==> config.mk <==
export PLATFORM = sky130hd
export DESIGN_NAME = fbd_plot
export DESIGN_NICKNAME = d
export VERILOG_FILES = /design/src/hdl/fbd_pkg.sv /design/src/hdl/fbd_plot.sv
export SDC_FILE = /design/constraint.sdc
export NUM_CORES = 1
export LEC_CHECK = 0
export ABC_AREA = 1
export BUFFER_PORTS_ARGS = -buffer_cell sky130_fd_sc_hd__buf_2
export CAP_MARGIN = 40
export CORE_ASPECT_RATIO = 0.7
export CORE_MARGIN = 5
export CORE_UTILIZATION = 30
export CTS_BUF_LIST = sky130_fd_sc_hd__clkbuf_2 sky130_fd_sc_hd__clkbuf_4 sky130_fd_sc_hd__clkbuf_8
export DETAILED_ROUTE_END_ITERATION = 8
export MAX_ROUTING_LAYER = met4
export SLEW_MARGIN = 20
export SYNTH_ARGS = -nofsm -noshare
export SYNTH_HDL_FRONTEND = slang
export SYNTH_SLANG_ARGS = --single-unit
==> constraint.sdc <==
create_clock -name i_clk -period 4.25 [get_ports i_clk]
set_clock_uncertainty 0.15 [all_clocks]
set_input_delay 0.6375 -clock i_clk [delete_from_list [all_inputs] [get_ports i_clk]]
set_output_delay 0.6375 -clock i_clk [all_outputs]
set_load 0.02 [all_outputs]
==> src/hdl/fbd_pkg.sv <==
// shared types and constants of the rotated framebuffer draw engine
// no dependencies; imported by fbd_plot and the top level
package fbd_pkg;

    // coordinates carry one guard bit above the 12-bit command fields
    localparam int COORD_W = 13;
    // raster index before the store bound check: 9-bit row times 8-bit stride plus column
    localparam int IDX_W   = 18;

    typedef enum logic [1:0] {
        ACT_PLOT,
        ACT_LINE,
        ACT_RECT,
        ACT_READ
    } t_action;

    localparam logic [1:0] REG_ROTATION = 2'd0;
    localparam logic [1:0] REG_WIDTH    = 2'd1;
    localparam logic [1:0] REG_HEIGHT   = 2'd2;

    typedef struct packed {
        logic [1:0] rotation;
        logic [7:0] width;
        logic [8:0] height;
    } t_view_cfg;

    typedef struct packed {
        logic busy;
        logic wr_valid;
    } t_plot_status;

endpackage

==> src/hdl/fbd_plot.sv <==
// pixel unit: canvas bound check, quarter-turn mapping and raster address
// depends on fbd_pkg; one pixel request per cycle, write request out of stage registers s1 then s2
module fbd_plot #(
    parameter int DEPTH = 76800,
    parameter int AW    = 17
) (
    input  logic                        i_clk,
    input  logic                        i_rst_n,
    input  fbd_pkg::t_view_cfg          i_cfg,
    input  logic                        i_valid,
    input  logic signed [12:0]          i_x,
    input  logic signed [12:0]          i_y,
    output fbd_pkg::t_plot_status       o_status,
    output logic [AW-1:0]               o_addr
);
    import fbd_pkg::*;

    logic [8:0]               view_w;
    logic [8:0]               view_h;
    logic                     inside_view;
    logic [8:0]               xs;
    logic [8:0]               ys;
    logic [8:0]               wm1_x;
    logic [8:0]               wm1_y;
    logic [8:0]               hm1_x;
    logic [8:0]               hm1_y;
    logic [7:0]               sx;
    logic [8:0]               sy;
    logic [IDX_W-1:0]         idx;

    logic                     r_s1_valid;
    logic [7:0]               r_sx;
    logic [8:0]               r_sy;
    logic                     r_s2_valid;
    logic [IDX_W-1:0]         r_idx;

    assign view_w = i_cfg.rotation[0] ? i_cfg.height : {1'b0, i_cfg.width};
    assign view_h = i_cfg.rotation[0] ? {1'b0, i_cfg.width} : i_cfg.height;

    assign inside_view = !i_x[12] && !i_y[12]
                      && (i_x < $signed({4'b0000, view_w}))
                      && (i_y < $signed({4'b0000, view_h}));

    // inside the view both coordinates fit in nine bits
    assign xs    = i_x[8:0];
    assign ys    = i_y[8:0];
    assign wm1_x = {1'b0, i_cfg.width} - 9'd1 - xs;
    assign wm1_y = {1'b0, i_cfg.width} - 9'd1 - ys;
    assign hm1_x = i_cfg.height - 9'd1 - xs;
    assign hm1_y = i_cfg.height - 9'd1 - ys;

    always_comb begin
        case (i_cfg.rotation)
            2'd1: begin
                sx = wm1_y[7:0];
                sy = xs;
            end
            2'd2: begin
                sx = wm1_x[7:0];
                sy = hm1_y;
            end
            2'd3: begin
                sx = ys[7:0];
                sy = hm1_x;
            end
            default: begin
                sx = xs[7:0];
                sy = ys;
            end
        endcase
    end

    assign idx = IDX_W'(r_sy * i_cfg.width) + IDX_W'(r_sx);

    always_ff @(posedge i_clk) begin
        if (!i_rst_n) begin
            r_s1_valid <= 1'b0;
            r_s2_valid <= 1'b0;
        end else begin
            r_s1_valid <= i_valid && inside_view;
            r_s2_valid <= r_s1_valid;
        end
        r_sx  <= sx;
        r_sy  <= sy;
        r_idx <= idx;
    end

    assign o_status.wr_valid = r_s2_valid && (32'(r_idx) < 32'(DEPTH));
    assign o_status.busy     = r_s1_valid || r_s2_valid;
    assign o_addr            = AW'(r_idx);

endmodule

Word level (Yosys, flattened, before mapping) --
Cells that the tools add are included.
Word-level totals: bits in registers 37, word-level logic and storage cells 31, input bits 48, output and inout port bits 19
Cells by class: add/subtract/negate cells 7, multipliers 1, reduce and logical (&&, ||, !) cells 8, magnitude comparators 3, mux-type cells 4, equal/unequal tests 3
Operators by type and width (number):
- one-hot mux 9 bit (3 select lines) | 1
- less-than comparator 13 x 10 -> 1 bit | 2
- one-hot mux 8 bit (3 select lines) | 1
- adder 17 x 8 -> 18 bit | 1
- less-than comparator 18 x 17 -> 1 bit, second input constant | 1
- 2-to-1 mux 9 bit | 2
- subtractor 9 bit | 2
- multiplier 9 x 8 -> 17 bit | 1
- subtractor 8 bit | 2
- subtractor 9 x 1 -> 9 bit, second input constant | 1
- subtractor 8 x 1 -> 8 bit, second input constant | 1
- logical AND 1 bit | 5
- equality test 2 bit, second input constant | 2
- equality test 2 x 1 -> 1 bit, second input constant | 1
- zero test 1 bit | 2
- logical OR 1 bit | 1

Depth between registers and ports, before layout --
Gate-level depths: netlist of the first run.
depth in word-level cells 5, depth in mapped cells 20, gate-level depth less buffers 19

Worst setup path after synthesis of the first run --
Ideal clock, no wire load.
kind input-to-reg, start input port i_cfg[16] in the netlist's numbering, end register r_idx[16], stages on the path 17, setup slack -0.159 ns, required time 3.988 ns, data arrival time 4.147 ns, setup time 0.112 ns, cells stage by stage clkbuf_1 -> nand2_1 -> fa_1 -> fa_1 -> inv_1 -> fa_1 -> inv_1 -> fa_1 -> inv_1 -> ha_1 -> a21oi_1 -> o21ai_1 -> a21o_1 -> nand2_1 -> nand2_1 -> nand2_1 -> nand2_1
Between the ends: cells in the longest elaborated chain, start to end 2
Ends and longest elaborated chain:
- start: declaration | line fbd_plot.sv:9 | input fbd_pkg::t_view_cfg i_cfg,
- multiplier 9 x 8 -> 17 bit | line fbd_plot.sv:73 | assign idx = IDX_W'(r_sy * i_cfg.width) + IDX_W'(r_sx);
- adder 17 x 8 -> 18 bit | line fbd_plot.sv:73
- named net idx[16] | line fbd_plot.sv:29 | logic [IDX_W-1:0] idx;
- end signal: assignment | line fbd_plot.sv:85 | r_idx <= idx;
- end: declaration | line fbd_plot.sv:35 | logic [IDX_W-1:0] r_idx;
The timed path passes the listed nets, and every way through them passes these cells. A chain may end at the register's enable or synchronous reset.

Worst setup path in the final report of the first run --
start input port i_cfg[15] in the netlist's numbering, end register r_idx[13]
Same word-level chain as after synthesis.

==> results of run 1 <==
kinds of logic (layout without fill, tap and decap cells):
kind of cell	count (synthesis)	in the layout	synth area share [%]
compound gates	119	119	10.9
fa+ha+maj	131	131	33.9
buf+inv	259	335	17.9
simple gates	318	318	22.0
flops	37	37	12.4
xor+xnor	20	20	2.93
area by class of cell:
cell class              instances  area [um2]
repair buffers                114         704
flip-flops and latches         37         747
inverters                     213         807
clock buffers                   5        68.8
multi-input cells             588        4350
well taps                     270         338
fillers                      2197       12700
clock inverters                 3        17.5
layer usage:
metal | wire (um) | track usage, % | vias up | share of wire [%]
li1 | - | - | 2827 | -
met1 | 8600 | 23.1 | 2593 | 53
met2 | 6490 | 20.3 | 157 | 40
met3 | 1180 | 3.54 | 5 | 7.2
met4 | 48 | 1.22 | 0 | 0.29
met5 | 0 | - | - | 0
power by group:
part           total (W)  switching [W]  internal (W)  leakage, nW
sequential      0.000553      0.0000641      0.000489        0.311
clock           0.000255       0.000142      0.000113       0.0439
combinational    0.00380        0.00206       0.00174         3.79
total            0.00461        0.00227       0.00234         4.15
what timing repair did:
| action | 4_1_cts | 5_1_grt |
|---|---|---|
| endpoints found under the setup margin | 3 | 10 |
| gates resized for setup | 2 | 37 |
| buffers inserted | 0 | 1 |
| pin swaps | 0 | 13 |
worst max-delay path: stages:
cell	delay, ns
sky130_fd_sc_hd__buf_2	0.18
sky130_fd_sc_hd__nand2_1	0.10
sky130_fd_sc_hd__fa_1	0.50
sky130_fd_sc_hd__fa_1	0.54
sky130_fd_sc_hd__inv_1	0.05
sky130_fd_sc_hd__fa_1	0.53
sky130_fd_sc_hd__inv_1	0.05
sky130_fd_sc_hd__fa_1	0.53
sky130_fd_sc_hd__inv_1	0.06
sky130_fd_sc_hd__ha_4	0.29
sky130_fd_sc_hd__nand2_1	0.12
sky130_fd_sc_hd__o21ai_0	0.26
sky130_fd_sc_hd__a21oi_1	0.10
sky130_fd_sc_hd__nand2_1	0.08
sky130_fd_sc_hd__xor2_1	0.15
worst max path at each step:
| stage | startpoint | end | slack [ns] | cells past startpoint |
|---|---|---|---|---|
| 6_report | i_cfg[15] | r_idx[13]$_DFF_P_ | 0.14 | 15 |
| 5_1_grt | i_cfg[12] | r_idx[16]$_DFF_P_ | -0.04 | 17 |
| 4_1_cts | r_sy[3]$_DFF_P_ | r_idx[14]$_DFF_P_ | 0.02 | 14 |
| 3_5_place_dp | i_cfg[10] | r_idx[17]$_DFF_P_ | -0.33 | 17 |
| 3_3_place_gp | i_cfg[10] | r_idx[17]$_DFF_P_ | -0.31 | 17 |
| 2_1_floorplan | i_cfg[13] | r_idx[14]$_DFF_P_ | 0.008 | 17 |
Yosys cell counts, drive strengths merged (3+ instances only):
cell type and number:
nor3 8, xor2 18, a21oi 57, nor2 35
a21boi 3, o21ai 41, nand2 221, nand4 5
ha 79, inv 213, or2 3, dfxtp 37
fa 52, a21o 3, nand3 42, buf 22
o21bai 5, clkbuf 24, a22oi 5
state kept, by name (all words and copies together), names as in the netlist:
name / flops
r_s1_valid: 1
r_sy: 9
r_idx: 18
r_s2_valid: 1
r_sx: 8
metrics by stage:
stage | hold slack, ns | area, um2 | TNS (ns)
final | 0.275 | 7030 | 0
after global routing | 0.308 | 7030 | -0.0488
after CTS | 0.282 | 6860 | 0
after detailed placement | 0.270 | 6770 | -2.49
after global placement | 0.271 | 6770 | -1.96
after floorplan | 0.250 | 6020 | 0
==> out/results.txt, run 1 <==
For the row count, the log shows 43. The floorplan step defined a die boundary enclosing 0.0229 mm2. The fraction of the yosys area taken by sequential cells was 12.4%.

The normalized max-slew margin is 55.6%, and the maximum buffer depth of the clock tree is 2. The top cell type by area accounts for 17.4% of the synthesized area. Once layout is complete, the utilization of the core stands at 35.7%. The number of clock sinks is 37, and the synthesized net count is 1063. Sorting the synthesized cells by area gives the leading types as sky130_fd_sc_hd__fa_1 17%, sky130_fd_sc_hd__ha_1 17%, sky130_fd_sc_hd__nand2_1 13%. TritonCTS built the clock tree.

The die is 128 um tall. Routability-driven placement finished with a final weighted congestion of 0.918. The violation count after the first detailed-routing iteration was 423; the synthesis-to-finish area growth was 17.6%. Setup slack on the critical path of the routed design comes to 0.140 ns. The worst setup path is captured at a flip-flop. The logs give -0.331 ns for the post-placement worst setup slack and 0 for the number of antenna repair diodes. The worst path required time is 4.32 ns, and the post-DP HPWL is 14000 um.

The number of standard cells after synthesis is 884, and the cell count after placement is 1221. After the flow finishes, the layout carries non-filler instances totaling 1230. Setup slack on the worst reg-to-reg path comes out at 0.18 ns. The remaining antenna violation count after routing was 0.

For this design the static power due to leakage is 4.15 nW. Along the worst hold path, the cell count comes to 2. VDD sags by at most 534 uV.

The clock network latency to the later pin of the worst-skew pair came out at 0.30 ns. The hold path endpoint was r_s2_valid$_SDFF_PN0_. Kind of start point of the critical path: an input port. Cells with a size suffix above 1 make up 17.4% of the layout. Setup violations remaining at the end of the flow were counted as 0. The routed layout has 5582 vias.

In this run the horizontal extent of the chip is 179 um. The run gives 0.00461 W as the total power. In this run the mean area of a mapped cell was 6.77 um2. Hold repair after CTS inserted 0 buffers. After detailed routing, the total wire length is 16300 um. The number of synthesized register bits came out at 37. The run finished with clean final reports. The startpoint identified for the worst register-to-register timing path is r_sy[5]$_DFF_P_. The synthesized design contains 0 enable-type register cells. The worst register-to-register path has a depth of 17. After layout, the minimum clock period comes to 4.11 ns.

Summed over all layers, the global routing overflow is 0. For the deepest level of the CTS H-tree, the log shows 2. Clock tree synthesis selected as its root buffer the cell sky130_fd_sc_hd__clkbuf_8. In this run the critical register-to-register path is captured at r_idx[13]$_DFF_P_. The final layout contains 1138 nets.

Input and output buffers added on the ports amount to 66. The run gives 5370 as the number of global-route vias before repair. The final critical-path share of the clock period works out to 96.7%. For the number of antenna violations at the first check in global routing, the log shows 0. The prevailing post-synth register cell is sky130_fd_sc_hd__dfxtp_1. After clock tree synthesis, the clock-pin slew on the worst setup and hold paths is 0.08 ns. The number of max-slew violations in the final report is 0, and the starting utilization of the core area is 30.4%.

The source of the worst hold timing path was r_s1_valid$_SDFF_PN0_. The number of top-level design ports is 67. The run gives 4.18 ns as the arrival time of data at the critical path endpoint. For the pin with the worst max-slew slack, the measured transition is 0.665 ns. In the synthesized netlist the async set-or-reset flop fraction comes to 0%. Clock tree synthesis inserted a total of 5 buffers.

In this run the worst path has a maximum fanout of 6. Number of hold-slack violations in the final timing report: 0. The class of the most critical hold timing path is reg -> reg. The average vias per placed instance works out to 4.54.

In the layout the commonest cells are 210 x sky130_fd_sc_hd__nand2_1, 210 x sky130_fd_sc_hd__inv_1, 70 x sky130_fd_sc_hd__ha_1. The largest net degree at the start of global routing was 31. The first global-routing pass estimated 26800 um of wire.

During synthesis, Yosys emitted a total of 0 warnings. The tools report the area of the core as 0.0197 mm2. The worst setup path category is in -> reg. sky130_fd_sc_hd__fa_1 takes more of the synthesized area than any other cell. The power per unit of standard cell area is 655 mW/mm2. The DRC violation count after routing came out at 0. The cell area that synthesis handed to floorplanning was 0.00598 mm2.

Timing would allow up to 243 MHz. In the final routed layout, each cell accounts on average for 13.3 um. The first TritonRoute pass finished after 5 iterations. Max-cap violations in this run came to 0. Post-synthesis cell type count: 36. In the global route stage, overall resource usage came out at 15.0%.
(Power assumes the default switching activity.)
==> run 2, diff against run 1 <==
==> constraint.sdc (replaced) <==
create_clock -name i_clk -period 3.3 [get_ports i_clk]
set_clock_uncertainty 0.15 [all_clocks]
set_input_delay 0.495 -clock i_clk [delete_from_list [all_inputs] [get_ports i_clk]]
set_output_delay 0.495 -clock i_clk [all_outputs]
set_load 0.02 [all_outputs]
==> out/results.txt, run 2 (synthesis gave the netlist of run 1 again) <==
The run finished, with violations left. The final reports fail on negative setup slack. The starting utilization of the core area is 30.4% (unchanged), and the arrival time of data at the critical path endpoint is 3.99 ns (-0.19 ns). The number of flip-flops under the largest register name works out to 18 (unchanged).

The tools report the row count as 43 (unchanged). The total of fill cells in the finished design was 2129 (-3.1%); the highest net fanout along the worst path was 6 (unchanged). The fraction of final layout cells with drive strength greater than 1 was 23.2% (+5.8 points). The run gives 0.0229 mm2 (unchanged) as the full die area.

The top register by number of flip-flops is r_idx. The number of hold-slack violations in the final timing report is 0 (unchanged). The worst setup path is launched from a flip-flop.

Quantity of I/O buffers inserted on ports: 66 (unchanged). The worst path required time is 3.38 ns (-0.94 ns), and the die extent in x is 179 um (unchanged). The maximum buffer depth of the clock tree is 2 (unchanged), and the final design instance area without fill is 0.00741 mm2 (+5.3%).

The most common library cell in the layout ignoring fill and taps is sky130_fd_sc_hd__nand2_1. The number of max-cap violations came out at 0 (unchanged). TritonCTS built the clock tree. The normalized max-slew margin is 71.5% (+16 points). The final critical-path share of the clock period is 119%, and the post-placement worst setup slack is -0.907 ns (-0.576 ns). Number of antenna repair diodes: 0 (unchanged). The violation count after the first detailed-routing iteration is 395 (-6.6%). The number of nets in the layout came out at 1150 (+1.1%). The utilization after layout was 37.6% (+1.9 points); the average vias per placed instance was 4.54 (about the same). For the cell area reported after detailed placement, the log shows 0.00693 mm2 (+2.4%).

The largest net degree at the start of global routing is 31 (unchanged). The library cells used most frequently in the layout, excluding fill and tap cells, are 198 x sky130_fd_sc_hd__nand2_1, 191 x sky130_fd_sc_hd__inv_1, 67 x sky130_fd_sc_hd__ha_1. The run gives 740 uV (+38%) as the maximum VDD drop. The measured slew at the worst slew-check pin was 0.427 ns (-0.238 ns); the first-pass GRT wire length was 27600 um (+3.0%). Worst setup path category: reg -> reg. Floorplan die height: 128 um (unchanged). The final period demand of the worst path was 3.91 ns.

The number of top-level design ports came out at 67 (unchanged). The remaining antenna violation count after routing is 0 (unchanged), and the number of antenna violations at the first check in global routing is 0 (unchanged). For the number of global-route vias before repair, the log shows 5503 (+2.5%).

The tools report the setup slack after layout as -0.612 ns (-0.752 ns). The logs give 0 (unchanged) for the number of max-slew violations in the final report and 5 (unchanged) for the number of iterations in the first detailed-routing pass. The clock-pin slew on the worst setup and hold paths is 0.09 ns (about the same), and the number of clock sinks is 37 (unchanged). The leakage power of the design was 4.26 nW (+2.6%). The largest registers in the layout are r_idx x18, r_sy x9, r_sx x8. The deepest level of the CTS H-tree was 2 (unchanged); the DRC violation count after routing was 0 (unchanged). The clock network latency to the later pin of the worst-skew pair came out at 0.30 ns (about the same). The run gives 5 (unchanged) as the CTS buffer count.

The routed wirelength normalized by instance count was 13.4 um (+1.4%). Setup-violating endpoint count in the final report: 12 (+12). Based on the critical path, the design can be clocked at up to 256 MHz. For the total congestion overflow, the log shows 0 (unchanged).

STA classifies the critical path endpoint as a flip-flop. Root cell of the clock tree: sky130_fd_sc_hd__clkbuf_8. The routability congestion estimate is 0.923 (+0.48%), and the all-layer global routing usage is 15.3% (+0.37 points).

The path class of the tightest hold or removal check is in -> reg. Compared with the post-synthesis result, the final layout area differs by 23.8%. The area of the core was 0.0197 mm2 (unchanged). For the total power, the log shows 0.00691 W (+50%). Via total after detailed routing: 5628 (+0.82%). Post-DP HPWL: 14200 um (+1.7%). Setup repair after global routing could not meet its margin everywhere.

The power per unit of standard cell area was 933 mW/mm2 (+43%). For the total wirelength of the detailed-routed design, the log shows 16700 um (+2.3%).
==> run 2: changes by cell type in the layout (fill, tap and decap cells not counted), moves of 3 or more <==
| cell | change |
|---|---|
| sky130_fd_sc_hd__inv_1 | -19 |
| sky130_fd_sc_hd__inv_2 | +19 |
| sky130_fd_sc_hd__nand2_1 | -12 |
| sky130_fd_sc_hd__buf_6 | +11 |
| sky130_fd_sc_hd__nand2_4 | +9 |
| sky130_fd_sc_hd__dfxtp_4 | +7 |
| sky130_fd_sc_hd__a21oi_4 | +5 |
| sky130_fd_sc_hd__dfxtp_2 | -5 |
| sky130_fd_sc_hd__ha_4 | +4 |
| sky130_fd_sc_hd__a21oi_2 | -3 |
| sky130_fd_sc_hd__ha_1 | -3 |
| sky130_fd_sc_hd__nor2_1 | -3 |
| sky130_fd_sc_hd__o21ai_0 | -3 |
==> run 2: cell type report <==
cell class | instances | area (um2) | share of cell area, %
inverter | 213 | 807 | 10.9
clock inverter | 1 | 8.76 | 0.118
multi-input combinational | 588 | 4570 | 61.8
sequential | 37 | 767 | 10.4
timing repair buffer | 126 | 836 | 11.3
tap | 270 | 338 | 4.56
clock buffer | 6 | 76.3 | 1.03
==> run 2: metal layers <==
metal / track usage (%) / vias up / wire length, um
met1: 23.1 / 2616 / 8580
li1: - / 2846 / -
met2: 21.8 / 162 / 6740
met4: 0.992 / 0 / 31
met3: 3.48 / 4 / 1340
met5: - / - / 0
==> run 2: metrics by stage <==
| step | hold slack [ns] | cells | setup TNS [ns] |
|---|---|---|---|
| 4_1_cts | 0.242 | 1238 | -5.97 |
| 3_5_place_dp | 0.268 | 1225 | -10.47 |
| 5_1_grt | 0.276 | 1241 | -8.23 |
| 3_3_place_gp | 0.264 | 1225 | -9.53 |
| 6_report | 0.257 | 1241 | -6.26 |
| 2_1_floorplan | 0.250 | 884 | -6.42 |
==> run 2: what timing repair did <==
item / 4_1_cts / 5_1_grt
endpoints found under the setup margin: 14 / 14
buffers inserted: 6 / 5
pin swaps: 36 / 35
resized for setup: 58 / 29
cloned: 0 / 0
hold buffers: 0 / 0
==> run 2: power by group <==
group | internal (W) | leakage, nW | switching [W] | total (W)
clock | 0.000155 | 0.0447 | 0.000176 | 0.000331
sequential | 0.000633 | 0.313 | 0.0000886 | 0.000721
combinational | 0.00272 | 3.90 | 0.00314 | 0.00586
==> run 2: final timing paths <==
check / startpoint / endpoint / slack, ns / depth (start not counted)
setup / recovery: r_sy[5]$_DFF_P_ / r_idx[15]$_DFF_P_ / -0.61 / 18
hold / removal: i_rst_n / r_s2_valid$_SDFF_PN0_ / 0.26 / 3
setup reg to reg: r_sy[5]$_DFF_P_ / r_idx[15]$_DFF_P_ / -0.61 / 18
hold reg to reg: r_s1_valid$_SDFF_PN0_ / r_s2_valid$_SDFF_PN0_ / 0.28 / 2
==> run 2: worst max-delay path, cell delays in order, from the launching register on <==
cell	delay (ns)
sky130_fd_sc_hd__dfxtp_4	0.39
sky130_fd_sc_hd__buf_6	0.13
sky130_fd_sc_hd__nand2_4	0.05
sky130_fd_sc_hd__inv_2	0.03
sky130_fd_sc_hd__fa_1	0.47
sky130_fd_sc_hd__inv_1	0.05
sky130_fd_sc_hd__fa_1	0.48
sky130_fd_sc_hd__inv_1	0.05
sky130_fd_sc_hd__fa_1	0.49
sky130_fd_sc_hd__inv_1	0.05
sky130_fd_sc_hd__fa_1	0.50
sky130_fd_sc_hd__inv_2	0.05
sky130_fd_sc_hd__ha_4	0.30
sky130_fd_sc_hd__buf_6	0.12
sky130_fd_sc_hd__nand2_8	0.06
sky130_fd_sc_hd__nor2_4	0.12
sky130_fd_sc_hd__nand4_1	0.09
sky130_fd_sc_hd__nand3_1	0.09
sky130_fd_sc_hd__xor2_1	0.16
==> run 3, diff against run 2 <==
--- a/config.mk
+++ b/config.mk
@@ -14,6 +14,7 @@
 export CTS_BUF_LIST = sky130_fd_sc_hd__clkbuf_2 sky130_fd_sc_hd__clkbuf_4 sky130_fd_sc_hd__clkbuf_8
 export DETAILED_ROUTE_END_ITERATION = 8
 export MAX_ROUTING_LAYER = met4
+export SKIP_LAST_GASP = 1
 export SLEW_MARGIN = 20
 export SYNTH_ARGS = -nofsm -noshare
 export SYNTH_HDL_FRONTEND = slang
==> out/results.txt, run 3 (synthesis gave the netlist of run 1 again) <==
The critical path goes through buf_6 -> nand2_4 -> inv_2 -> fa_1 -> inv_1 -> fa_1 -> inv_1 -> fa_1 -> inv_1 -> fa_1 -> inv_2 -> ha_4 -> nand2_4 -> o21ai_4 -> a21o_1 -> nand2_1 -> nand3_1 -> nand2_1. The via total after detailed routing is 5639 (+0.20%), and the highest net fanout along the worst path is 6 (unchanged). The final reports fail on negative setup slack. The tools report the number of antenna repair diodes as 0 (unchanged). The slowest stage cell on the critical path is sky130_fd_sc_hd__fa_1. The power per unit of standard cell area is 915 mW/mm2 (-2.0%). Number of antenna violations at the first check in global routing: 0 (unchanged). The total power is 0.00676 W (-2.3%), and the remaining antenna violation count after routing is 0 (unchanged). The worst path required time was 3.33 ns (-0.05 ns); the maximum VDD drop was 707 uV (-4.4%). The run gives 27600 um (about the same) as the first-pass GRT wire length. The routability congestion estimate came out at 0.923 (unchanged). The number of max-cap violations was 0 (unchanged). The full die area was 0.0229 mm2 (unchanged). The largest net degree at the start of global routing came out at 31 (unchanged). The most common library cell in the layout ignoring fill and taps was sky130_fd_sc_hd__nand2_1.

The all-layer global routing usage is 15.3% (about the same). The fraction of final layout cells with drive strength greater than 1 is 23.1% (-0.10 points). The run gives 5512 (+0.16%) as the number of global-route vias before repair. The logs give 14200 um (unchanged) for the post-DP HPWL and 0 (unchanged) for the number of hold-slack violations in the final timing report. The power share of the clock group is 4.9% (about the same), and the number of max-slew violations in the final report is 0 (unchanged).

The leakage power of the design was 4.25 nW (about the same). The tools report the number of clock sinks as 37 (unchanged). The area of the core is 0.0197 mm2 (unchanged), and the number of iterations in the first detailed-routing pass is 5 (unchanged). The worst setup path is launched from a flip-flop.

Routed wirelength normalized by instance count: 13.4 um (-0.26%). The cell area reported after detailed placement was 0.00693 mm2 (unchanged). The total of fill cells in the finished design is 2127 (-0.094%). STA classifies the critical path endpoint as a flip-flop.

The measured slew at the worst slew-check pin works out to 0.422 ns (-0.00462 ns). The number of hold buffers added after cts is 0 (unchanged). The area occupied by multi-input gates is 0.00456 mm2 (-0.27%). The achievable frequency was 256 MHz (about the same). The utilization after layout was 37.5% (-0.11 points); the worst hold slack was 0.254 ns (-0.00323 ns). The flip-flop and latch area was 767 um2 (unchanged); the deepest level of the CTS H-tree was 2 (unchanged). The logs give 2 (unchanged) for the maximum buffer depth of the clock tree and 0.00344 W (-2.0%) for the total internal power. The run gives 10.7% (+0.3 points) as the sequential fraction of design power. For the final design instance area without fill, the log shows 0.00738 mm2 (-0.30%).

The DRC violation count after routing was 0 (unchanged); the net switching fraction of the power was 49.1% (-0.11 points). The run gives 5 (unchanged) as the CTS buffer count. Clock network latency to the later pin of the worst-skew pair: 0.30 ns (about the same). The fraction of power consumed by combinational cells was 84.4% (-0.4 points). The tools report the starting utilization of the core area as 30.4% (unchanged). Setup repair after global routing could not meet its margin everywhere.

The run gives -6.03 ns (+0.223 ns) as the total negative slack for setup checks. The clock-pin slew on the worst setup and hold paths was 0.08 ns (about the same). The final period demand of the worst path works out to 3.91 ns (-0.00201 ns).

For the violation count after the first detailed-routing iteration, the log shows 441 (+12%). The row count was 43 (unchanged). The flow ran to the end, but the final reports show violations. The synthesis-to-finish area growth was 23.4%; the total congestion overflow was 0 (unchanged). The worst hold path belongs to the class in -> reg. The run gives 16600 um (-0.26%) as the total wirelength of the detailed-routed design.

The delay of the slowest cell on the worst path was 0.50 ns (about the same). The net switching power was 0.00332 W (-2.5%). Arrival time of data at the critical path endpoint: 3.94 ns (-0.05 ns).

In the layout the commonest cells are 198 x sky130_fd_sc_hd__nand2_1, 191 x sky130_fd_sc_hd__inv_1, 67 x sky130_fd_sc_hd__ha_1. The worst setup path is of the reg -> reg kind. The number of flip-flops under the largest register name is 18 (unchanged). In this run the clock root is driven by a sky130_fd_sc_hd__clkbuf_8. The quantity of I/O buffers inserted on ports is 66 (unchanged). The top register by number of flip-flops was r_idx. The setup-violating endpoint count in the final report was 12 (unchanged). TritonCTS built the clock tree.

The logs give 1150 (unchanged) for the number of nets in the layout and -0.610 ns (+0.00201 ns) for the setup slack after layout. Floorplan die height: 128 um (unchanged). The final critical-path share of the clock period works out to 118% (about the same). Die extent in x: 179 um (unchanged). The largest registers in the layout are r_idx x18, r_sy x9, r_sx x8. For the normalized max-slew margin, the log shows 71.8% (+0.31 points).

The top cell family by delay on the critical path was adder cells. The average vias per placed instance was 4.54 (+0.20%). Counting stages on the worst path, the most repeated cell is sky130_fd_sc_hd__fa_1. The combined buffer and inverter count along the critical path was 6 (-1); the number of top-level design ports was 67 (unchanged).
run 3: repair_timing:
item	4_1_cts	5_1_grt
cloned	0	0
pin swaps	36	30
endpoints found under the setup margin	14	14
resized for setup	54	26
buffers inserted	6	4
run 3: final timing paths:
kind / startpoint / slack [ns] / to / depth (start not counted)
min reg2reg: r_s1_valid$_SDFF_PN0_ / 0.28 / r_s2_valid$_SDFF_PN0_ / 2
min: i_rst_n / 0.25 / r_s2_valid$_SDFF_PN0_ / 3
max: r_sy[5]$_DFF_P_ / -0.61 / r_idx[16]$_DFF_P_ / 18
max reg2reg: r_sy[5]$_DFF_P_ / -0.61 / r_idx[16]$_DFF_P_ / 18
run 3: through the flow:
stage                     instances  setup slack, ns
final                          1241           -0.610
after global routing           1241           -0.824
after CTS                      1238           -0.637
after detailed placement       1225           -0.907
after global placement         1225           -0.803
after floorplan                 884           -0.616
run 3: power groups by stage:
stage          sequential, W  combinational (W)  clock [W]
5_1_grt             0.000744            0.00640   0.000368
4_1_cts             0.000728            0.00543   0.000352
6_report            0.000722            0.00570   0.000333
3_3_place_gp        0.000737            0.00463          0
3_5_place_dp        0.000731            0.00470          0
2_1_floorplan       0.000669            0.00348          0
run 3: per-layer routing:
layer | up-vias | part of all wire, % | global-route usage [%]
met5 | - | 0 | -
met2 | 158 | 40 | 21.8
met3 | 4 | 8.1 | 3.48
met4 | 0 | 0.19 | 0.992
met1 | 2631 | 51 | 23.1
li1 | 2846 | - | -
run 3: worst min-delay path: cells and delay by family:
kind                   cells  cell delay, ns
buffers and inverters      2            0.13
and+or+nand+nor            1            0.05
run 3: cell type report:
| class | instances | share of cell area, % |
|---|---|---|
| multi-input cells | 588 | 61.8 |
| clock inverters | 1 | 0.119 |
| flip-flops and latches | 37 | 10.4 |
| clock buffers | 6 | 1.03 |
| inverters | 213 | 10.9 |
| repair buffers | 126 | 11.2 |
| well taps | 270 | 4.57 |
